--- src/hdl/motion_intensity_from_imu_core_assert.svh ---
// Assertion macros for the motion intensity core.
`ifndef MOTION_INTENSITY_FROM_IMU_CORE_ASSERT_SVH
`define MOTION_INTENSITY_FROM_IMU_CORE_ASSERT_SVH

// Check a consequence in the same cycle as its antecedent.
`define MII_ASSERT_NOW(label, ante, cons) \
    label: assert property (@(posedge clk) disable iff (!rst_n) (ante) |-> (cons)) \
        else $error("motion intensity core: same-cycle check failed");

// Check a consequence in the cycle after its antecedent.
`define MII_ASSERT_NEXT(label, ante, cons) \
    label: assert property (@(posedge clk) disable iff (!rst_n) (ante) |=> (cons)) \
        else $error("motion intensity core: next-cycle check failed");

`endif

--- src/hdl/mii_pkg.sv ---
package mii_pkg;

    // Field and register widths
    localparam int SAMPLE_W    = 16;
    localparam int SQ_W        = 32;
    localparam int ROOT_W      = 16;
    localparam int GRAVITY_W   = 15;
    localparam int WEIGHT_W    = 16;
    localparam int INTENSITY_W = 19;
    localparam int PROD_W      = ROOT_W + WEIGHT_W;
    localparam int WEIGHT_SHIFT = 10;
    localparam int ROT_W       = PROD_W - WEIGHT_SHIFT;
    localparam int SUM_W       = ROT_W + 1;

    // Stream widths
    localparam int IN_DATA_W   = 6 * SAMPLE_W;
    localparam int OUT_DATA_W  = 24;

    // Configuration port
    localparam int CFG_INDEX_W = 1;
    localparam int CFG_DATA_W  = 16;

    typedef enum logic [CFG_INDEX_W-1:0] {
        REG_GRAVITY = 1'b0,
        REG_WEIGHT  = 1'b1
    } cfg_reg_t;

    localparam logic [GRAVITY_W-1:0]   GRAVITY_RESET = 15'd4096;
    localparam logic [WEIGHT_W-1:0]    WEIGHT_RESET  = 16'd6554;
    localparam logic [INTENSITY_W-1:0] INTENSITY_MAX = {INTENSITY_W{1'b1}};

    // Pipeline layout: squares, root steps, combine
    localparam int SQUARE_STAGES  = 2;
    localparam int ROOT_STAGES    = 8;
    localparam int COMBINE_STAGES = 2;
    localparam int PIPE_STAGES    = SQUARE_STAGES + ROOT_STAGES + COMBINE_STAGES;
    localparam int ROOT_FIRST     = SQUARE_STAGES;
    localparam int COMBINE_FIRST  = SQUARE_STAGES + ROOT_STAGES;

    // Partial state of the digit-by-digit square root
    typedef struct packed {
        logic [SQ_W-1:0] rem;
        logic [SQ_W-1:0] root;
    } root_state_t;

    // Magnitude of a two's complement sample; the most negative value maps to 2^15
    function automatic logic [SAMPLE_W-1:0] abs_sample(input logic [SAMPLE_W-1:0] v);
        logic [SAMPLE_W-1:0] neg;
        neg = ~v + 1'b1;
        return v[SAMPLE_W-1] ? neg : v;
    endfunction

    // One restoring square root step for the given bit weight
    function automatic root_state_t root_step(input root_state_t st,
                                              input logic [SQ_W-1:0] bit_w);
        root_state_t     res;
        logic [SQ_W-1:0] trial;
        trial = st.root + bit_w;
        if (st.rem >= trial) begin
            res.rem  = st.rem - trial;
            res.root = (st.root >> 1) + bit_w;
        end else begin
            res.rem  = st.rem;
            res.root = st.root >> 1;
        end
        return res;
    endfunction

endpackage

--- src/hdl/mii_square.sv ---
module mii_square (
    input  logic                                   clk,
    input  logic [mii_pkg::SQUARE_STAGES-1:0]      en,
    input  logic [mii_pkg::SAMPLE_W-1:0]           accel_x,
    input  logic [mii_pkg::SAMPLE_W-1:0]           accel_y,
    input  logic [mii_pkg::SAMPLE_W-1:0]           accel_z,
    input  logic [mii_pkg::SAMPLE_W-1:0]           rate_x,
    input  logic [mii_pkg::SAMPLE_W-1:0]           rate_y,
    input  logic [mii_pkg::SAMPLE_W-1:0]           rate_z,
    output logic [mii_pkg::SQ_W-1:0]               accel_sum,
    output logic [mii_pkg::SQ_W-1:0]               rate_sum
);

    logic [mii_pkg::SAMPLE_W-1:0] mag [6];
    logic [mii_pkg::SQ_W-1:0]     sq_next [6];
    logic [mii_pkg::SQ_W-1:0]     sq_reg [6];
    logic [mii_pkg::SQ_W-1:0]     accel_sum_next;
    logic [mii_pkg::SQ_W-1:0]     rate_sum_next;
    logic [mii_pkg::SQ_W-1:0]     accel_sum_reg;
    logic [mii_pkg::SQ_W-1:0]     rate_sum_reg;

    // Take magnitudes and square each axis
    always_comb
    begin
        mag[0] = mii_pkg::abs_sample(accel_x);
        mag[1] = mii_pkg::abs_sample(accel_y);
        mag[2] = mii_pkg::abs_sample(accel_z);
        mag[3] = mii_pkg::abs_sample(rate_x);
        mag[4] = mii_pkg::abs_sample(rate_y);
        mag[5] = mii_pkg::abs_sample(rate_z);
        for (int i = 0; i < 6; i++)
        begin
            sq_next[i] = mii_pkg::SQ_W'(mag[i]) * mii_pkg::SQ_W'(mag[i]);
        end
    end

    always_ff @(posedge clk)
    begin
        if (en[0])
        begin
            sq_reg <= sq_next;
        end
    end

    // Sum the squares of each vector; at most 3 * 2^30, so no carry out
    assign accel_sum_next = sq_reg[0] + sq_reg[1] + sq_reg[2];
    assign rate_sum_next  = sq_reg[3] + sq_reg[4] + sq_reg[5];

    always_ff @(posedge clk)
    begin
        if (en[1])
        begin
            accel_sum_reg <= accel_sum_next;
            rate_sum_reg  <= rate_sum_next;
        end
    end

    assign accel_sum = accel_sum_reg;
    assign rate_sum  = rate_sum_reg;

endmodule

--- config.mk ---
export PLATFORM = sky130hd
export DESIGN_NAME = mii_square
export DESIGN_NICKNAME = d
export VERILOG_FILES = /design/src/hdl/motion_intensity_from_imu_core_assert.svh /design/src/hdl/mii_pkg.sv /design/src/hdl/mii_square.sv
export SDC_FILE = /design/constraint.sdc
export NUM_CORES = 2
export LEC_CHECK = 0
export BUFFER_PORTS_ARGS = -buffer_cell sky130_fd_sc_hd__buf_2
export CORE_MARGIN = 2
export CORE_UTILIZATION = 25
export CTS_BUF_LIST = sky130_fd_sc_hd__clkbuf_16
export CTS_CLUSTER_DIAMETER = 150
export DETAILED_ROUTE_END_ITERATION = 10
export PLACE_DENSITY = 0.5
export SKIP_CTS_REPAIR_TIMING = 1
export SLEW_MARGIN = 30
export SYNTH_ARGS = -nofsm -noshare
export SYNTH_HDL_FRONTEND = slang
export SYNTH_SLANG_ARGS = --single-unit
--- constraint.sdc ---
create_clock -name clk -period 11.85 [get_ports clk]
set_input_delay 0.5925 -clock clk [delete_from_list [all_inputs] [get_ports clk]]
set_output_delay 0.5925 -clock clk [all_outputs]
set_load 0.01 [all_outputs]
==> impl_metrics.ini <==
[finish]
nFillCells = 23119
largest_reg_flops = 186
final_util = 0.277
final_cell_mix = 1385 x inv_1, 1042 x fa_1, 632 x ha_1
syn_to_final_growth_pct = 10.3
final_layout_size_suffix_gt1_frac = 0.0533
fin_nets = 7646
final_common_cell = inv_1

[sta]
maxSlewViolCount = 0
tns_ps = 0
final-setup-viol-count = 0
skew_ps = 16.7
post-route-min-period_ps = 9030
tightest_slew_ps = 951
fmax_mhz = 111
fin_crit_sh = 0.762
hold_viol = 0
rsz0062_at_grt = no
max_slew_margin = 0.349

[drt]
drc = 0
routed_wl_um = 140000
drt_iter0_drc = 1872
vias = 37917
drtAntennaViolNets = 0
dr.pass1.iters = 6
viasPerCell = 4.33
routedWlPerCell_um = 16.0

[job]
drv_cap = 0

[min_path]
min_path_type = in2reg
min-delay-start = accel_x[0]

[setup_path]
critPathKind = in2reg
critPathRequiredTime_ps = 12170
cp-end-kind = flip-flop
cp-start-kind = input port
critPathLaunch = rate_y[0]
cp.arrival_ps = 9350
crit_fanout = 16
r2r-start = sq_reg[5]$_DFFE_PP_

[floorplan]
die_h_um = 471
pin_count = 163
core_um2 = 217000
die_width_um = 471
rows = 171
initial_utilization = 0.251
dieArea_um2 = 222000

[synthesis]
yosysSeqAreaShare = 0.138
ys.flop_type = edfxtp_1
ys_ff_latch = 250
synth_edf_count = 250
synth.distinct_cells = 82
synthArstFlopShare = 0
synthCells = 5640
yosys_warnings = 0
syn-mean-instance-area_um2 = 9.67
synth_area_um2 = 54500

[global_route]
antenna_found_initial = 15
grt.overflow.total = 0
grt_start_max_net_pins = 70
grt_pass1_wl_um = 227000
grtUsageTotal = 0.128
grt_pass1_vias = 41479

[clocking]
cts_sinks = 250
clock_latency_ps = 560
cts_root_buf = clkbuf_16
cts_buffers = 25
cts_buffer_depth = 3
path_clk_slew_ps = 60
cts_tree = built
htreeDepth = 1

[placement]
port_buffers = 162
dp_hpwl_um = 121000
gp_congestion = 0.885

[run_status]
status = completed
## layout make-up
class                   instances  area [µm²]  area share
diodes                          5        12.5    0.000208
clock buffers                  25         626      0.0104
clock inverters                19         148     0.00245
inverters                    1417        5320      0.0884
multi-input cells            3957       41700       0.693
flip-flops and latches        250        7510       0.125
well taps                    2854        3570      0.0594
repair buffers                222        1290      0.0215
## critical path, stage by stage
cell and delay, ps:
buf_2 160, inv_1 430, ha_1 250, or3b_2 490
or4_1 470, o31ai_1 260, xor2_1 620, inv_2 220
nand2_1 180, fa_1 480, fa_1 570, inv_1 60
fa_1 490, fa_1 510, fa_1 500, inv_1 50
fa_1 470, inv_1 40, ha_1 350, a21oi_1 220
o211ai_1 170, a21o_1 200, o21ai_0 350, a211oi_1 210
a211oi_1 380, o21ai_0 210, o221a_2 290, xnor2_1 120
## per-stage QoR
stage	instance area, µm²	std cells	hold WS, ps	setup slack (ps)
after detailed placement	59400	8700	788	2250
after global placement	59300	8699	770	2480
after global routing	60200	8749	299	2320
after floorplan	54800	5711	691	3530
after CTS	60100	8744	281	2800
final	60200	8749	322	2820
## synthesized netlist by cell type (26+ instances only)
cell      count  share of area
inv_1      1379          0.095
fa_1       1042           0.38
ha_1        632           0.15
nand2_1     472          0.032
nor2_1      453          0.031
edfxtp_1    250           0.14
xnor2_1     221          0.035
a21oi_1     180          0.017
a21o_1      123          0.017
o21ai_0     117          0.011
xor2_1      110          0.018
clkbuf_1     79         0.0054
nand3_1      48         0.0044
nor3_1       48         0.0044
o21a_1       36         0.0050
o31ai_1      35         0.0048
a31oi_1      28         0.0032
clkinv_1     28         0.0019
nand2b_1     27         0.0031
nor2b_1      26         0.0030
## layer usage
metal | vias to the layer above | GRT usage | wire length [µm]
met5 | - | 0 | 0
met4 | 0 | 0.0226 | 2530
met3 | 116 | 0.0110 | 4760
met2 | 709 | 0.230 | 70900
met1 | 19148 | 0.169 | 61600
li1 | 17944 | - | -
## worst paths after layout
check / endpoint / slack (ps) / depth (start not counted)
max: sq_reg[63]$_DFFE_PP_ / 2820 / 28
min: sq_reg[160]$_DFFE_PP_ / 320 / 1
max reg2reg: rate_sum[30]$_DFFE_PP_ / 7630 / 11
min reg2reg: rate_sum[0]$_DFFE_PP_ / 790 / 3
## cells by family after synthesis
family | count (synthesis) | share of synthesized area
XOR/XNOR | 339 | 0.0558
AO/OA/AOI/OAI | 664 | 0.0789
flip-flops | 250 | 0.138
other | 2 | 0.000138
adder cells (fa/ha/maj) | 1674 | 0.528
buffers and inverters | 1504 | 0.104
AND/OR/NAND/NOR | 1207 | 0.0963
Power is not shown: default switching activity piles up to over one toggle a cycle in this logic, so the estimate is an artifact.
