$ cat config.mk
export PLATFORM = sky130hd
export DESIGN_NAME = mii_isqrt
export DESIGN_NICKNAME = d
export VERILOG_FILES = /design/src/hdl/motion_intensity_from_imu_core_assert.svh /design/src/hdl/mii_pkg.sv /design/src/hdl/mii_isqrt.sv
export SDC_FILE = /design/constraint.sdc
export NUM_CORES = 1
export LEC_CHECK = 0
export ABC_AREA = 1
export BUFFER_PORTS_ARGS = -buffer_cell sky130_fd_sc_hd__clkbuf_2
export CAP_MARGIN = 10
export CORE_ASPECT_RATIO = 0.5
export CORE_MARGIN = 2
export CORE_UTILIZATION = 30
export CTS_CLUSTER_SIZE = 24
export DETAILED_ROUTE_END_ITERATION = 16
export GPL_TIMING_DRIVEN = 0
export PLACE_DENSITY = 0.5
export SLEW_MARGIN = 20
export SYNTH_ARGS = -nofsm -noshare
export SYNTH_HDL_FRONTEND = slang
export SYNTH_SLANG_ARGS = --single-unit
$ cat constraint.sdc
create_clock -name clk -period 4.1 [get_ports clk]
set_input_delay 0.205 -clock clk [delete_from_list [all_inputs] [get_ports clk]]
set_output_delay 0.205 -clock clk [all_outputs]
set_load 0.05 [all_outputs]
$ cat src/hdl/motion_intensity_from_imu_core_assert.svh
// Assertion macros for the motion intensity core.
`ifndef MOTION_INTENSITY_FROM_IMU_CORE_ASSERT_SVH
`define MOTION_INTENSITY_FROM_IMU_CORE_ASSERT_SVH

// Check a consequence in the same cycle as its antecedent.
`define MII_ASSERT_NOW(label, ante, cons) \
    label: assert property (@(posedge clk) disable iff (!rst_n) (ante) |-> (cons)) \
        else $error("motion intensity core: same-cycle check failed");

// Check a consequence in the cycle after its antecedent.
`define MII_ASSERT_NEXT(label, ante, cons) \
    label: assert property (@(posedge clk) disable iff (!rst_n) (ante) |=> (cons)) \
        else $error("motion intensity core: next-cycle check failed");

`endif

$ cat src/hdl/mii_pkg.sv
package mii_pkg;

    // Field and register widths
    localparam int SAMPLE_W    = 16;
    localparam int SQ_W        = 32;
    localparam int ROOT_W      = 16;
    localparam int GRAVITY_W   = 15;
    localparam int WEIGHT_W    = 16;
    localparam int INTENSITY_W = 19;
    localparam int PROD_W      = ROOT_W + WEIGHT_W;
    localparam int WEIGHT_SHIFT = 10;
    localparam int ROT_W       = PROD_W - WEIGHT_SHIFT;
    localparam int SUM_W       = ROT_W + 1;

    // Stream widths
    localparam int IN_DATA_W   = 6 * SAMPLE_W;
    localparam int OUT_DATA_W  = 24;

    // Configuration port
    localparam int CFG_INDEX_W = 1;
    localparam int CFG_DATA_W  = 16;

    typedef enum logic [CFG_INDEX_W-1:0] {
        REG_GRAVITY = 1'b0,
        REG_WEIGHT  = 1'b1
    } cfg_reg_t;

    localparam logic [GRAVITY_W-1:0]   GRAVITY_RESET = 15'd4096;
    localparam logic [WEIGHT_W-1:0]    WEIGHT_RESET  = 16'd6554;
    localparam logic [INTENSITY_W-1:0] INTENSITY_MAX = {INTENSITY_W{1'b1}};

    // Pipeline layout: squares, root steps, combine
    localparam int SQUARE_STAGES  = 2;
    localparam int ROOT_STAGES    = 8;
    localparam int COMBINE_STAGES = 2;
    localparam int PIPE_STAGES    = SQUARE_STAGES + ROOT_STAGES + COMBINE_STAGES;
    localparam int ROOT_FIRST     = SQUARE_STAGES;
    localparam int COMBINE_FIRST  = SQUARE_STAGES + ROOT_STAGES;

    // Partial state of the digit-by-digit square root
    typedef struct packed {
        logic [SQ_W-1:0] rem;
        logic [SQ_W-1:0] root;
    } root_state_t;

    // Magnitude of a two's complement sample; the most negative value maps to 2^15
    function automatic logic [SAMPLE_W-1:0] abs_sample(input logic [SAMPLE_W-1:0] v);
        logic [SAMPLE_W-1:0] neg;
        neg = ~v + 1'b1;
        return v[SAMPLE_W-1] ? neg : v;
    endfunction

    // One restoring square root step for the given bit weight
    function automatic root_state_t root_step(input root_state_t st,
                                              input logic [SQ_W-1:0] bit_w);
        root_state_t     res;
        logic [SQ_W-1:0] trial;
        trial = st.root + bit_w;
        if (st.rem >= trial) begin
            res.rem  = st.rem - trial;
            res.root = (st.root >> 1) + bit_w;
        end else begin
            res.rem  = st.rem;
            res.root = st.root >> 1;
        end
        return res;
    endfunction

endpackage

$ cat src/hdl/mii_isqrt.sv
module mii_isqrt (
    input  logic                                clk,
    input  logic [mii_pkg::ROOT_STAGES-1:0]     en,
    input  logic [mii_pkg::SQ_W-1:0]            radicand,
    output logic [mii_pkg::ROOT_W-1:0]          root
);

    mii_pkg::root_state_t st_in   [mii_pkg::ROOT_STAGES];
    mii_pkg::root_state_t st_next [mii_pkg::ROOT_STAGES];
    mii_pkg::root_state_t st_reg  [mii_pkg::ROOT_STAGES];

    assign st_in[0] = '{rem: radicand, root: '0};

    // Two root bits per stage, most significant first
    for (genvar s = 0; s < mii_pkg::ROOT_STAGES; s++)
    begin : g_stage
        localparam logic [mii_pkg::SQ_W-1:0] BIT_HI =
            mii_pkg::SQ_W'(1) << (mii_pkg::SQ_W - 2 - 4 * s);
        localparam logic [mii_pkg::SQ_W-1:0] BIT_LO =
            mii_pkg::SQ_W'(1) << (mii_pkg::SQ_W - 4 - 4 * s);

        if (s > 0)
        begin : g_link
            assign st_in[s] = st_reg[s-1];
        end

        assign st_next[s] = mii_pkg::root_step(mii_pkg::root_step(st_in[s], BIT_HI), BIT_LO);

        always_ff @(posedge clk)
        begin
            if (en[s])
            begin
                st_reg[s] <= st_next[s];
            end
        end
    end

    assign root = st_reg[mii_pkg::ROOT_STAGES-1].root[mii_pkg::ROOT_W-1:0];

endmodule

==> metrics, run 1 <==
synth unique cells=57; Tcrit/Tclk final=95.75%; Hold WS=0.06541 ns; CP Launch Type=flop; setup TNS=0 ns; number of synthesized flops with an enable pin=296; via count=20,710; I/O Buffers=56; # setup viols final=0; Clock Tree Root=clkbuf_16; Max-Cap Viols=0; sequential area share after synthesis=38.17%; layout cells sized above 1=15.47%; Core Box Area=0.07702 sq mm; Nets=3,505; final WL=67,960 um; DRT iter0 DRCs=1,344; Inserted Clock Buffers=30; num rows=72; Min Clock Period, post-route=3.926 ns; crit path max fanout=10; Post-Syn Nets=3,303; total number of H-tree levels=1; Inserted Diodes=0; post-route cell area=0.02768 sq mm; Final Max Slew Viols=0; M1 GR Usage=22.84%; crit path DAT=4.26 ns; multi-input logic area=0.01324 sq mm; placed inst area=0.02486 sq mm; num ports=57; final core occ=35.94%; Slew HR=30.80%; Synth-to-Final Area Change=18.86%; via-per-instance ratio=4.743; pre-CTS setup slack=-0.7880 ns; worst hold path class=in2reg; Post-synth ARST share=0%; Pleak=12.16 nW; max reg flops=296; first-pass GRT wire length=107,400 um; GR Util All Layers=16.74%; Setup Skew=0.01878 ns; Initial Util=30.23%; Hold Fails Final Rpt=0; total gr overflow=0; Placed Instances=4,197; Fmax achieved=254.7 MHz; fillers=8,082; met3 GRT Util=2.054%; die extent in y=201.0 um; power density over the cells=596.9 mW/mm^2; DRT Pass-1 Iters=5; CTS tree=done; Setup CP Type=reg2reg; HPWL after detailed placement=54,750 um; syn_area_per_cell=7.500 sq um; status=finished clean; Setup WS post-layout=0.1745 ns; clk slew on worst S/H paths=0.06 ns; commonest non-fill, non-tap cell in the layout=nand2_1; warnings from Yosys=0; antenna-violating nets left=0; Mapped Cells=3,105; largest net degree at the start of global routing=47; DRC errors left=0; Setup crit end kind=flop; post-synthesis cell area=0.02329 sq mm; Worst EP required=4.44 ns; GR Layer Usage met2=28.01%; most frequent cells in the layout=nand2_1 (860), inv_1 (413), nor2_1 (331); Longest Clk Path Bufs=3; Max VDD drop=0.3034 mV; Final Non-Filler Cells=4,366; busiest grt layer=met2; Primary FF master, synth=edfxtp_1; Worst-Skew Late Latency=0.61 ns; Slew @ Worst Pin=1.038 ns; clk sinks=296; flops & latches, synth=296; GP Congestion=0.9121; die area=0.08001 sq mm; register area=0.008889 sq mm; initial antenna violation count=0; WL/cell=15.57 um; Power, Total=16.52 mW; vias in the first global route=20,190; chip width=398.0 um
-- per-layer routing --
metal	part of all wire [%]	vias to the layer above
met5	0	-
met4	2.6	0
met3	3.4	102
met2	46	383
met1	48	9606
li1	-	10620
-- where the power goes --
| part | internal (mW) | switching (mW) |
|---|---|---|
| Combinational | 3.23 | 5.74 |
| Clock | 1.56 | 1.26 |
| Sequential | 4.19 | 0.537 |
| Total | 8.99 | 7.54 |
-- layout make-up --
class | instances | area share, %
timing repair buffer | 172 | 4.489
clock buffer | 33 | 2.753
sequential | 296 | 32.11
inverter | 457 | 6.252
tap | 1036 | 4.683
multi-input combinational | 2325 | 47.85
clock inverter | 22 | 0.8996
buffer | 25 | 0.9628
-- repair_timing --
item	in CTS	in global routing
setup endpoints to repair	86	101
buffers inserted	42	43
gates resized for setup	93	117
pin swaps	29	44
hold buffers	30	0
endpoints found under the hold margin	30	0
-- final timing paths --
check           startpoint  cells after the start             end  slack (ns)
max          st_reg[1][12]                     19  st_reg[1][107]        0.17
min                  en[4]                      1   st_reg[1][63]        0.07
max reg2reg  st_reg[1][12]                     19  st_reg[1][107]        0.17
min reg2reg  st_reg[1][98]                      0  st_reg[1][162]        0.45
-- critical path: stages, from the launching register on --
cell	delay, ns
edfxtp_1	0.44
inv_2	0.09
ha_4	0.30
o21ai_0	0.11
nand2_2	0.15
nand2_1	0.07
nand2_1	0.18
a21oi_1	0.11
or2_2	0.29
a31oi_2	0.18
ha_1	0.30
buf_4	0.17
a21oi_1	0.21
o21ai_1	0.18
a21oi_2	0.21
nand3_2	0.17
buf_4	0.18
buf_6	0.14
o21ai_0	0.07
nand2_1	0.09
-- cells in the mapped netlist (all sizes together), types with 2 or more instances --
library cell    n  area share (%)
o21bai         14            0.47
o21a            5            0.16
nand3b          9            0.29
nor4           11            0.30
buf            19            0.84
nor2          365             6.3
nor3           46             1.0
a21boi          2           0.064
clkinv          2           0.032
o21ai         166             3.9
inv           455             7.4
or2            13            0.35
xor2           58             2.2
a21oi         145             3.5
edfxtp        296              38
and2            8            0.21
a21o            7            0.23
xnor2          59             2.2
o31ai           2           0.064
nor3b           2           0.064
o211ai          4            0.13
ha            157             8.4
nand4          65             1.8
nand3         251             5.8
a31oi           2           0.054
nand2         927              16
clkbuf          8            0.13
-- cells by family (layout without fill, tap and decap cells) --
| kind of cell | after synthesis | after routing | share of synthesized area [%] |
|---|---|---|---|
| adders and majority gates | 157 | 157 | 8.435 |
| and+or+nand+nor | 1698 | 1698 | 31.86 |
| buffers and inverters | 484 | 709 | 8.382 |
| xor gates and xnor gates | 117 | 117 | 4.433 |
| AOI/OAI and AO/OA | 353 | 353 | 8.720 |
| DFF | 296 | 296 | 38.17 |
(Power assumes the default switching activity.)
==> run 2, diff against run 1 <==
--- a/config.mk
+++ b/config.mk
@@ -14,7 +14,6 @@
 export CTS_CLUSTER_SIZE = 24
 export DETAILED_ROUTE_END_ITERATION = 16
 export GPL_TIMING_DRIVEN = 0
-export PLACE_DENSITY = 0.5
 export SLEW_MARGIN = 20
 export SYNTH_ARGS = -nofsm -noshare
 export SYNTH_HDL_FRONTEND = slang
==> metrics, run 2 (synthesis gave the netlist of run 1 again) <==
CP Launch Type=flop; placed inst area=0.02486 sq mm; total number of H-tree levels=1; register area=0.008889 sq mm; Nets=3,487; multi-input logic area=0.01309 sq mm; clk slew on worst S/H paths=0.08 ns; Max VDD drop=0.2991 mV; via count=20,690; Initial Util=30.23%; most frequent cells in the layout=nand2_1 (864), inv_1 (419), nor2_1 (334); vias in the first global route=19,840; Final Non-Filler Cells=4,346; chip width=398.0 um; final WL=65,090 um; die extent in y=201.0 um; status=finished clean; Placed Instances=4,197; Longest Clk Path Bufs=3; worst reg2reg endpoint=st_reg[1][192]; worst hold path class=in2reg; Setup crit end kind=flop; first-pass GRT wire length=103,200 um; num rows=72; total gr overflow=0; DRT Pass-1 Iters=6; Hold Fails Final Rpt=0; worst setup path endpoint=st_reg[1][192]; Pleak=12.00 nW; antenna-violating nets left=0; initial antenna violation count=0; clk sinks=296; Max-Cap Viols=0; Fmax achieved=254.1 MHz; Slew HR=31.36%; crit path DAT=4.26 ns; Worst-Skew Late Latency=0.58 ns; largest net degree at the start of global routing=47; DRT iter0 DRCs=1,508; I/O Buffers=56; Reg-to-Reg Start=st_reg[1][139]; crit path max fanout=10; commonest non-fill, non-tap cell in the layout=nand2_1; CTS tree=done; Slew @ Worst Pin=1.030 ns; final core occ=35.36%; HPWL after detailed placement=52,150 um; slack of the worst reg-to-reg path=0.16 ns; GP Congestion=0.9111; Setup CP Type=reg2reg; fillers=8,024; GR Util All Layers=15.89%; Inserted Diodes=0; Clock Tree Root=clkbuf_16; Setup Skew=0.02068 ns; power density over the cells=588.0 mW/mm^2; Core Box Area=0.07702 sq mm; # setup viols final=0; DRC errors left=0; setup TNS=0 ns; die area=0.08001 sq mm; post-route cell area=0.02724 sq mm; Worst EP required=4.42 ns; Synth-to-Final Area Change=16.96%; via-per-instance ratio=4.760; Reg2Reg Depth=22; max reg flops=296; Power, Total=16.02 mW; Inserted Clock Buffers=28; num ports=57; Tcrit/Tclk final=95.98%; Min Clock Period, post-route=3.935 ns; Crit. Startpoint=st_reg[1][139]; Final Max Slew Viols=0; WL/cell=14.98 um; layout cells sized above 1=14.11%
==> run 2: cell types whose count changed in the layout (fill, tap and decap cells not counted), sizes merged <==
cell and delta:
buf -16, bufinv -3, clkbuf +1, clkinvlp -1, dlygate4sd3 -1
==> run 2: what timing repair did <==
action,in CTS,in global routing
endpoints found under the setup margin,74,103
gates resized for setup,50,125
gates cloned,0,1
endpoints found under the hold margin,29,0
hold buffers,29,0
pin swaps,30,28
setup buffers,37,33
==> run 2: layout make-up <==
type / count / area share (%)
tap: 1036 / 4.759
timing repair buffer: 156 / 4.116
clock buffer: 33 / 2.641
sequential: 296 / 32.63
clock inverter: 18 / 0.5053
inverter: 457 / 6.362
multi-input combinational: 2325 / 48.05
buffer: 25 / 0.9325
==> run 2: through the flow <==
stage | hold WS (ns) | worst slack (ns)
5_1_grt | 0.04064 | -0.02827
4_1_cts | 0.002651 | 0.0001101
6_report | 0.04494 | 0.1650
2_1_floorplan | 0.3039 | 0.5207
3_3_place_gp | 0.3994 | -0.5797
3_5_place_dp | 0.4002 | -0.6087
==> run 2: worst min path at each step <==
stage,from,end,slack (ns),cells after the start
after floorplan,radicand[0],st_reg[0][32],0.30,0
after CTS,radicand[29],st_reg[0][61],0.003,3
after global routing,radicand[29],st_reg[0][61],0.04,3
final,radicand[29],st_reg[0][61],0.04,3
after detailed placement,radicand[2],st_reg[0][34],0.40,1
after global placement,radicand[0],st_reg[0][32],0.40,1
==> run 2: layer usage <==
layer / global-route usage [%] / vias to the layer above / routed length [um] / part of all wire (%)
met1: 21.88 / 9586 / 31360 / 48
met4: 3.666 / 0 / 1373 / 2.1
met3: 1.729 / 95 / 2347 / 3.6
met2: 26.66 / 412 / 30010 / 46
met5: 0 / - / 0 / 0
li1: - / 10590 / - / -
==> run 2: worst max-delay path: stages (launching register included) <==
cell and delay [ns]:
edfxtp_1 0.36, inv_1 0.13, ha_1 0.38, nand2_1 0.15
nor2_2 0.15, inv_1 0.10, nor3_2 0.20, nand2_1 0.08
nand2_1 0.12, nand2_1 0.13, nand3_4 0.18, inv_2 0.09
clkbuf_2 0.20, o21ai_0 0.21, ha_1 0.27, a21oi_1 0.16
o21bai_1 0.08, a221oi_1 0.26, nand2_1 0.08, nand2_1 0.08
nand2_1 0.09, nand3_1 0.07, nand2_1 0.09
==> run 2: report_power, final <==
part           total (mW)  internal [mW]  switching (mW)
Clock                2.50           1.28            1.22
Combinational        8.81           3.17            5.64
Sequential           4.71           4.19           0.520
