[src/hdl/motion_intensity_from_imu_core_assert.svh]
// Assertion macros for the motion intensity core.
`ifndef MOTION_INTENSITY_FROM_IMU_CORE_ASSERT_SVH
`define MOTION_INTENSITY_FROM_IMU_CORE_ASSERT_SVH

// Check a consequence in the same cycle as its antecedent.
`define MII_ASSERT_NOW(label, ante, cons) \
    label: assert property (@(posedge clk) disable iff (!rst_n) (ante) |-> (cons)) \
        else $error("motion intensity core: same-cycle check failed");

// Check a consequence in the cycle after its antecedent.
`define MII_ASSERT_NEXT(label, ante, cons) \
    label: assert property (@(posedge clk) disable iff (!rst_n) (ante) |=> (cons)) \
        else $error("motion intensity core: next-cycle check failed");

`endif

[src/hdl/mii_pkg.sv]
package mii_pkg;

    // Field and register widths
    localparam int SAMPLE_W    = 16;
    localparam int SQ_W        = 32;
    localparam int ROOT_W      = 16;
    localparam int GRAVITY_W   = 15;
    localparam int WEIGHT_W    = 16;
    localparam int INTENSITY_W = 19;
    localparam int PROD_W      = ROOT_W + WEIGHT_W;
    localparam int WEIGHT_SHIFT = 10;
    localparam int ROT_W       = PROD_W - WEIGHT_SHIFT;
    localparam int SUM_W       = ROT_W + 1;

    // Stream widths
    localparam int IN_DATA_W   = 6 * SAMPLE_W;
    localparam int OUT_DATA_W  = 24;

    // Configuration port
    localparam int CFG_INDEX_W = 1;
    localparam int CFG_DATA_W  = 16;

    typedef enum logic [CFG_INDEX_W-1:0] {
        REG_GRAVITY = 1'b0,
        REG_WEIGHT  = 1'b1
    } cfg_reg_t;

    localparam logic [GRAVITY_W-1:0]   GRAVITY_RESET = 15'd4096;
    localparam logic [WEIGHT_W-1:0]    WEIGHT_RESET  = 16'd6554;
    localparam logic [INTENSITY_W-1:0] INTENSITY_MAX = {INTENSITY_W{1'b1}};

    // Pipeline layout: squares, root steps, combine
    localparam int SQUARE_STAGES  = 2;
    localparam int ROOT_STAGES    = 8;
    localparam int COMBINE_STAGES = 2;
    localparam int PIPE_STAGES    = SQUARE_STAGES + ROOT_STAGES + COMBINE_STAGES;
    localparam int ROOT_FIRST     = SQUARE_STAGES;
    localparam int COMBINE_FIRST  = SQUARE_STAGES + ROOT_STAGES;

    // Partial state of the digit-by-digit square root
    typedef struct packed {
        logic [SQ_W-1:0] rem;
        logic [SQ_W-1:0] root;
    } root_state_t;

    // Magnitude of a two's complement sample; the most negative value maps to 2^15
    function automatic logic [SAMPLE_W-1:0] abs_sample(input logic [SAMPLE_W-1:0] v);
        logic [SAMPLE_W-1:0] neg;
        neg = ~v + 1'b1;
        return v[SAMPLE_W-1] ? neg : v;
    endfunction

    // One restoring square root step for the given bit weight
    function automatic root_state_t root_step(input root_state_t st,
                                              input logic [SQ_W-1:0] bit_w);
        root_state_t     res;
        logic [SQ_W-1:0] trial;
        trial = st.root + bit_w;
        if (st.rem >= trial) begin
            res.rem  = st.rem - trial;
            res.root = (st.root >> 1) + bit_w;
        end else begin
            res.rem  = st.rem;
            res.root = st.root >> 1;
        end
        return res;
    endfunction

endpackage

[src/hdl/mii_combine.sv]
module mii_combine (
    input  logic                                  clk,
    input  logic [mii_pkg::COMBINE_STAGES-1:0]    en,
    input  logic [mii_pkg::ROOT_W-1:0]            accel_mag,
    input  logic [mii_pkg::ROOT_W-1:0]            rate_mag,
    input  logic [mii_pkg::GRAVITY_W-1:0]         gravity_reference,
    input  logic [mii_pkg::WEIGHT_W-1:0]          rotation_weight,
    output logic [mii_pkg::INTENSITY_W-1:0]       intensity
);

    logic [mii_pkg::ROOT_W-1:0]      gravity_ext;
    logic [mii_pkg::ROOT_W-1:0]      dev_next;
    logic [mii_pkg::PROD_W-1:0]      prod_next;
    logic [mii_pkg::ROOT_W-1:0]      dev_reg;
    logic [mii_pkg::PROD_W-1:0]      prod_reg;
    logic [mii_pkg::SUM_W-1:0]       sum;
    logic [mii_pkg::INTENSITY_W-1:0] intensity_next;
    logic [mii_pkg::INTENSITY_W-1:0] intensity_reg;

    // Deviation from gravity and weighted rotation product
    assign gravity_ext = mii_pkg::ROOT_W'(gravity_reference);
    assign dev_next    = (accel_mag >= gravity_ext) ? accel_mag - gravity_ext
                                                    : gravity_ext - accel_mag;
    assign prod_next   = mii_pkg::PROD_W'(rate_mag) * mii_pkg::PROD_W'(rotation_weight);

    always_ff @(posedge clk)
    begin
        if (en[0])
        begin
            dev_reg  <= dev_next;
            prod_reg <= prod_next;
        end
    end

    // Drop the fraction bits of the product, add and saturate
    assign sum = mii_pkg::SUM_W'(dev_reg)
               + mii_pkg::SUM_W'(prod_reg[mii_pkg::PROD_W-1:mii_pkg::WEIGHT_SHIFT]);
    assign intensity_next = (sum > mii_pkg::SUM_W'(mii_pkg::INTENSITY_MAX))
                          ? mii_pkg::INTENSITY_MAX
                          : sum[mii_pkg::INTENSITY_W-1:0];

    always_ff @(posedge clk)
    begin
        if (en[1])
        begin
            intensity_reg <= intensity_next;
        end
    end

    assign intensity = intensity_reg;

endmodule

[config.mk]
export PLATFORM = sky130hd
export DESIGN_NAME = mii_combine
export DESIGN_NICKNAME = d
export VERILOG_FILES = /design/src/hdl/motion_intensity_from_imu_core_assert.svh /design/src/hdl/mii_pkg.sv /design/src/hdl/mii_combine.sv
export SDC_FILE = /design/constraint.sdc
export NUM_CORES = 1
export LEC_CHECK = 0
export ABC_AREA = 1
export ABC_CLOCK_PERIOD_IN_PS = 5900
export BUFFER_PORTS_ARGS = -buffer_cell sky130_fd_sc_hd__buf_2
export CAP_MARGIN = 20
export CORE_ASPECT_RATIO = 1.1
export CORE_MARGIN = 5
export CORE_UTILIZATION = 40
export CTS_CLUSTER_SIZE = 28
export DETAILED_ROUTE_END_ITERATION = 16
export GPL_TIMING_DRIVEN = 0
export HOLD_SLACK_MARGIN = 0.12
export SYNTH_ARGS = -nofsm -noshare
export SYNTH_HDL_FRONTEND = slang
export SYNTH_SLANG_ARGS = --single-unit
[constraint.sdc]
create_clock -name clk -period 5.9 [get_ports clk]
set_input_delay 0.59 -clock clk [delete_from_list [all_inputs] [get_ports clk]]
set_output_delay 0.59 -clock clk [all_outputs]
set_load 0.1 [all_outputs]
==> results of run 1 <==
[final timing paths]
check / endpoint / slack, ns / cells past startpoint
max: prod_reg[28]$_DFFE_PP_ / 0.21 / 18
min: intensity[18]$_SDFFCE_PN1P_ / 0.68 / 2
max reg2reg: intensity[16]$_SDFFCE_PN1P_ / 3.16 / 11
min reg2reg: intensity[18]$_SDFFCE_PN1P_ / 0.68 / 2
[what timing repair did]
| item | CTS | global route |
|---|---|---|
| pin swaps | 0 | 1 |
| endpoints found under the setup margin | 19 | 18 |
| setup buffers | 0 | 1 |
| gates resized for setup | 78 | 67 |
| endpoints found under the hold margin | 0 | 0 |
[tightest hold or removal path, cell delays in order (launching register included)]
cell,delay [ns]
edfxtp_1,0.38
xor2_1,0.11
nand2_1,0.07
[metal layers]
layer	vias to the layer above	wire (µm)	share of wire, %
met3	45	2074	5.8
met5	-	0	0
met4	0	778	2.2
met1	5657	15560	44
li1	5780	-	-
met2	337	17140	48
[layout by cell type (no fill, tap or decap), drive strengths merged]
master,n
o21a,7
a21oi,65
nand3,53
nand3b,2
nor4,2
o21ai,37
clkbuf,52
clkinvlp,3
buf,84
nand2,597
o211ai,5
a31oi,2
nand4,11
fa,196
bufinv,2
o21bai,7
xor2,30
clkinv,2
edfxtp,57
and3,2
xnor2,14
nor2,97
ha,147
inv,479
nor3,13
a21o,7
a21boi,6
[through the flow]
step                setup TNS, ns  setup WS [ns]  hold slack (ns)  utilization (%)
finish                          0         0.2122           0.6775            44.52
global route                    0        0.01535           0.7063            44.52
CTS                             0       0.004222           0.6745            44.26
detailed placement         -13.34        -0.8752           0.6747            42.88
global placement           -12.74        -0.8326           0.6693            42.88
floorplan                       0         0.1713           0.5772                -
[final cells by class]
| type | count | area, µm² |
|---|---|---|
| well taps | 438 | 548.0 |
| inverters | 479 | 1798 |
| multi-input cells | 1300 | 10120 |
| clock inverters | 7 | 95.09 |
| clock buffers | 9 | 225.2 |
| plain buffers | 72 | 491.7 |
| flip-flops and latches | 57 | 1712 |
| fillers | 3508 | 19020 |
| repair buffers | 55 | 277.8 |
[cells by family (layout without fill, tap and decap cells)]
group,Yosys count,after routing,synth area share [%]
buf+inv,553,622,15.17
simple gates,777,777,22.67
fa+ha+maj,343,343,41.51
compound gates,136,136,5.551
flops,57,57,12.33
xor+xnor,44,44,2.776
==> summary.md, run 1 <==
| Metric | Value |
|---|---|
| Max FO, Critical Path | 10 |
| Half-perimeter wire length after placement | 30960 µm |
| Io pins | 85 |
| Vias in the first global route | 11810 |
| Number of enable flip-flop cells after synthesis | 57 |
| Element type at the critical path start | primary input |
| DRT antenna net count | 0 |
| Synth unique cells | 34 |
| Initial DRC count | 626 |
| Met1 Track Usage GR | 25.41% |
| Hold Path Class | flip-flop to flip-flop |
| Clock Skew | 0.005918 ns |
| Ys Warns | 0 |
| Finished Layout Cells | 2417 |
| Layer with the highest usage | met2 |
| Run status | finished clean |
| M2 GR Usage | 32.13% |
| Most common cell on crit path | fa_1 |
| Die outline width | 187.6 µm |
| Residual DRC count | 0 |
| CTS Hold Bufs | 0 |
| Critical path's top delay family | adder cells |
| Initial Utilization | 40.49% |
| Gr ovfl total | 0 |
| Nets | 2383 |
| Number of H-tree levels | 3 |
| CORE AREA | 34290 µm² |
| Met3 Usage GRT | 2.426% |
| First-pass GRT wire length | 58750 µm |
| Inst Count DP | 2402 |
| Max cap viols | 0 |
| Full die area | 38540 µm² |
| Worst Tran Pin Value | 0.8098 ns |
| CTS tree | done |
| Clk buf depth | 2 |
| Cell taking the most area after synthesis | fa_1 |
| Clk Latency, worst-skew pair | 0.33 ns |
| Clk sinks | 57 |
| GP Congestion | 0.9430 |
| Total wire length | 35550 µm |
| Core Rows | 71 |
| Syn-to-layout area delta | 9.949% |
| Largest register FFs | 22 |
| Min-delay src | prod_reg[28]$_DFFE_PP_ |
| Sequential fraction of the synthesis area | 12.33% |
| Fraction of registers with async set/reset | 0% |
| CTS root buf | clkbuf_16 |
| Initial antenna violation count | 0 |
| Finished Cell Area | 15270 µm² |
| Area contributors post-synth | fa_1 28%, nand2_1 16%, ha_1 13% |
| Min Tclk post-route | 5.688 ns |
| Mapped cell area | 13880 µm² |
| Max-slew violations | 0 |
| Worst EP arrival | 5.77 ns |
| Hold Violations, Final | 0 |
| Post-synth top cells | 579 x nand2_1, 473 x inv_1, 196 x fa_1, 147 x ha_1, 91 x nor2_1 |
| Drt via density | 4.890 |
| Count leader, synth | nand2_1 |
| Post-synth top area share | 28.26% |
| Final setup viols | 0 |
| Crit path launch | rate_mag[9] |
| Top FF cell, synth | edfxtp_1 |
| Worst setup path category | primary input to flip-flop |
| RSZ-0062 raised after global routing | false |
| CP cell instances | clkbuf_2, buf_6, nand2_1, fa_1, fa_1, fa_1, fa_1, inv_1, fa_1, fa_1, ha_1, a21oi_1, o21ai_0, o21bai_1, o21bai_1, nand2_1, nand2_1, nand2_1 |
| WL per Instance | 14.71 µm |
| Clock slew at reported path FFs | 0.05 ns |
| First-pass iteration count of the detailed router | 5 |
| Port bufs | 54 |
| GRT Total Usage | 18.75% |
| DR vias | 11820 |
| CTS buffer count | 9 |
| Synth Instances | 1910 |
| Slowest stage delay, CP | 0.58 ns |
| Placed cell area | 14700 µm² |
| Synthesized area per cell | 7.269 µm² |
| Final period util | 96.40% |
| CP max-delay cell | fa_1 |
| Worst r2r src | dev_reg[0]$_DFFE_PP_ |
| Req. time, crit path | 5.99 ns |
| Number of synthesized register bits | 57 |
| Largest net degree at the start of global routing | 39 |
| Die H | 205.4 µm |
| FMAX | 175.8 MHz |
| Layout cells sized above 1 | 9.651% |
| Net Count, Synth | 2319 |
| Worst Path Buf+Inv | 3 |
| Relative slew slack | 46.01% |
| Crit. End Element | flip-flop |
| Ant. Diodes | 0 |
Power of run 1 is not shown: default switching activity piles up to over one toggle a cycle in this logic, so the estimate is an artifact.
==> inputs of run 2 (changes only) <==
--- a/config.mk
+++ b/config.mk
@@ -5,7 +5,7 @@
 export SDC_FILE = /design/constraint.sdc
 export NUM_CORES = 1
 export LEC_CHECK = 0
-export ABC_AREA = 1
+export ABC_AREA = 0
 export ABC_CLOCK_PERIOD_IN_PS = 5900
 export BUFFER_PORTS_ARGS = -buffer_cell sky130_fd_sc_hd__buf_2
 export CAP_MARGIN = 20
==> run 2 against run 1 <==
Worst hold slack worse by 0.080 ns. First-iteration DRC count is 29% lower. Final cell count fell by 26%. Highest routed layer unchanged. Clock skew barely moved. Die area down 12%. Critical endpoint is now prod_reg[31]$_DFFE_PP_. Largest cell class unchanged. Area after synthesis decreased by 13%. Synthesized cell count shrank 32%. Count of clock-buffer cells in the layout is the same. Critical path type unchanged. Utilization up 3.1 points. Non-clock buffer count up 21.
==> summary.md, run 2 <==
| Metric | Value |
|---|---|
| CTS root buf | clkbuf_16 |
| Element type at the critical path start | primary input |
| Worst R2R Path Depth | 11 (unchanged) |
| Synth unique cells | 63 (+85%) |
| DR vias | 9102 (-23%) |
| Nets | 1820 (-24%) |
| Count leader, synth | inv_1 |
| Number of synthesized register bits | 57 (unchanged) |
| Synthesized area per cell | 9.365 µm² (+29%) |
| Full die area | 33830 µm² (-12%) |
| GP Congestion | 0.8862 (-6.0%) |
| Final period util | 97.71% (+1.3 points) |
| CTS Hold Bufs | 0 (unchanged) |
| Lkg Pwr | 0.006918 µW |
| Layout cells sized above 1 | 15.27% (+5.6 points) |
| Total wire length | 28680 µm (-19%) |
| Gr ovfl total | 0 (unchanged) |
| Post-synth top area share | 32.43% (+4.2 points) |
| CTS tree | done |
| Relative slew slack | 42.45% (-3.6 points) |
| Finished Cell Area | 14170 µm² (-7.2%) |
| Commonest non-fill, non-tap cell in the layout | inv_1 |
| Half-perimeter wire length after placement | 24100 µm (-22%) |
| CORE AREA | 29730 µm² (-13%) |
| Ant. Diodes | 0 (unchanged) |
| Cell taking the most area after synthesis | fa_1 |
| Drt via density | 5.088 (+4.0%) |
| Initial Utilization | 40.70% (+0.21 points) |
| Power Dens Cells | 567.4 nW/µm² |
| Initial DRC count | 444 (-29%) |
| VDD IR max | 628.5 µV |
| Total power | 8040 µW |
| Max cap viols | 0 (unchanged) |
| Power Internal | 4155 µW |
| Worst Tran Pin Value | 0.8633 ns (+0.05349 ns) |
| Vias in the first global route | 9246 (-22%) |
| Initial antenna violation count | 0 (unchanged) |
| Die outline width | 175.8 µm (-6.3%) |
| Area contributors post-synth | fa_1 32%, ha_1 15%, edfxtp_1 14% |
| Number of enable flip-flop cells after synthesis | 57 (unchanged) |
| Sequential fraction of the synthesis area | 14.15% (+1.8 points) |
| Clk buf depth | 2 (unchanged) |
| Min Tclk post-route | 5.765 ns (+0.07721 ns) |
| Worst setup path category | primary input to flip-flop |
| Fraction of registers with async set/reset | 0% (unchanged) |
| Clock slew at reported path FFs | 0.05 ns (about the same) |
| Residual DRC count | 0 (unchanged) |
| RSZ-0062 raised after global routing | true |
| Clk network pwr share | 6.1% |
| GRT Total Usage | 17.22% (-1.5 points) |
| Clk Latency, worst-skew pair | 0.32 ns (about the same) |
| Largest net degree at the start of global routing | 39 (unchanged) |
| Switch share | 48.32% |
| Ys Warns | 0 (unchanged) |
| Layout fillers | 2841 (-19%) |
| Largest register FFs | 22 (unchanged) |
| Number of H-tree levels | 3 (unchanged) |
| CTS buffer count | 9 (unchanged) |
| WL per Instance | 16.03 µm (+9.0%) |
| First-pass GRT wire length | 46440 µm (-21%) |
| Clk sinks | 57 (unchanged) |
| Syn-to-layout area delta | 17.13% |
| Req. time, crit path | 5.95 ns (-0.04 ns) |
| Top FF cell, synth | edfxtp_1 |
| Final setup viols | 0 (unchanged) |
| Crit. End Element | flip-flop |
| Run status | finished clean |
| Synth Instances | 1292 (-32%) |
| Placed cell area | 12990 µm² (-12%) |
| Hold Violations, Final | 0 (unchanged) |
| Net Count, Synth | 1701 (-27%) |
| Port bufs | 84 (+56%) |
| Hold path cells | 1 (-1) |
| Most frequent cells in the layout | 261 x inv_1, 189 x fa_1, 171 x nand2_1 |
| First-pass iteration count of the detailed router | 5 (unchanged) |
| Clock Skew | 0.006321 ns (+0.0004029 ns) |
| Core Rows | 66 (-7.0%) |
| Post-synth top cells | 263 x inv_1, 196 x fa_1, 172 x nand2_1, 147 x ha_1, 114 x and2_1 |
| Hold Path Class | flip-flop to flip-flop |
| Mapped cell area | 12100 µm² (-13%) |
| Die H | 192.4 µm (-6.3%) |
| Worst EP arrival | 5.81 ns (+0.04 ns) |
| Max-slew violations | 0 (unchanged) |
| Psw | 3885 µW |
| Sequential power share | 11.9% |
| Final core occ | 47.67% (+3.1 points) |
| Io pins | 85 (unchanged) |
| FMAX | 173.5 MHz (-1.3%) |
| DRT antenna net count | 0 (unchanged) |
| Max FO, Critical Path | 7 (-3) |
| Logic pwr share | 82.0% |
==> run 2: changes by cell type after synthesis, moves of 11 or more <==
cell	previous run	this run
a21o_1	7	20
a21oi_1	63	48
and2_1	0	114
clkbuf_1	62	36
inv_1	473	263
nand2_1	579	172
nand2_2	18	0
nand3_1	49	10
nor2_1	91	27
xnor2_1	14	33
xor2_1	30	19
==> run 2: path summary, 6_finish.rpt <==
kind,slack [ns],end,startpoint
max,0.13,prod_reg[31]$_DFFE_PP_,rate_mag[6]
min,0.60,intensity[1]$_SDFFCE_PN1P_,prod_reg[31]$_DFFE_PP_
max reg2reg,2.48,intensity[9]$_SDFFCE_PN1P_,dev_reg[0]$_DFFE_PP_
min reg2reg,0.60,intensity[1]$_SDFFCE_PN1P_,prod_reg[31]$_DFFE_PP_
==> run 2: through the flow <==
stage | hold slack (ns) | TNS (ns) | std cells | setup slack (ns)
floorplan | 0.5495 | 0 | 1292 | 0.001032
global placement | 0.5871 | -10.75 | 1750 | -1.036
detailed placement | 0.5798 | -12.02 | 1750 | -1.121
CTS | 0.5886 | 0 | 1762 | 0.0007412
global route | 0.6050 | -0.03633 | 1789 | -0.03633
finish | 0.5971 | 0 | 1789 | 0.1350
==> run 2: worst max-delay path, stage by stage <==
cell and delay (ns):
clkbuf_4 0.18, buf_8 0.14, nand2_1 0.08, fa_1 0.56, inv_1 0.06, fa_1 0.49
fa_2 0.60, fa_2 0.45, fa_1 0.48, inv_1 0.05, fa_1 0.47, inv_1 0.06
ha_4 0.22, o21ai_1 0.13, nor2_1 0.07, or3_4 0.34, o221ai_4 0.31, o21ai_4 0.13
a31oi_4 0.24, xnor2_4 0.13
==> run 2: metal layers <==
metal  global-route usage [%]  vias to the layer above  wire length (µm)
li1                         -                     4307                 -
met1                    21.66                     4556             11770
met2                    31.08                      196             14960
met3                    2.292                       43              1121
met4                    4.919                        0               824
met5                        0                        -                 0
==> run 2: kinds of logic after synthesis <==
family / Yosys count / share of synthesized area (%)
AOI/OAI and AO/OA: 158 / 9.059
muxes: 7 / 0.6101
adders and majority gates: 343 / 47.63
and+or+nand+nor: 372 / 15.14
DFF: 57 / 14.15
buffers and inverters: 303 / 9.648
xor gates and xnor gates: 52 / 3.764
==> run 2: power groups by stage <==
stage / Clock [µW] / Combinational, µW / Sequential [µW]
floorplan: 0 / 4350 / 1120
global placement: 0 / 5610 / 970
detailed placement: 0 / 5680 / 970
CTS: 498 / 6170 / 963
global route: 518 / 7520 / 972
finish: 487 / 6590 / 959
==> run 2: area by class of cell <==
class                      count  area, µm²  area share [%]
inverter                     263      987.2           6.966
tap                          374      467.9           3.302
multi-input combinational    932       9498           67.02
clock inverter                 6      60.06          0.4238
sequential                    57       1712           12.08
timing repair buffer         112      775.7           5.474
buffer                        36      445.4           3.143
clock buffer                   9      225.2           1.589
==> run 2: repair_timing <==
| action | CTS | global route |
|---|---|---|
| setup buffers | 0 | 25 |
| cloned | 0 | 3 |
| setup endpoints to repair | 15 | 14 |
| pin swaps | 3 | 20 |
| gates resized for setup | 93 | 117 |
Note: power is estimated with default switching activity, not from simulation.
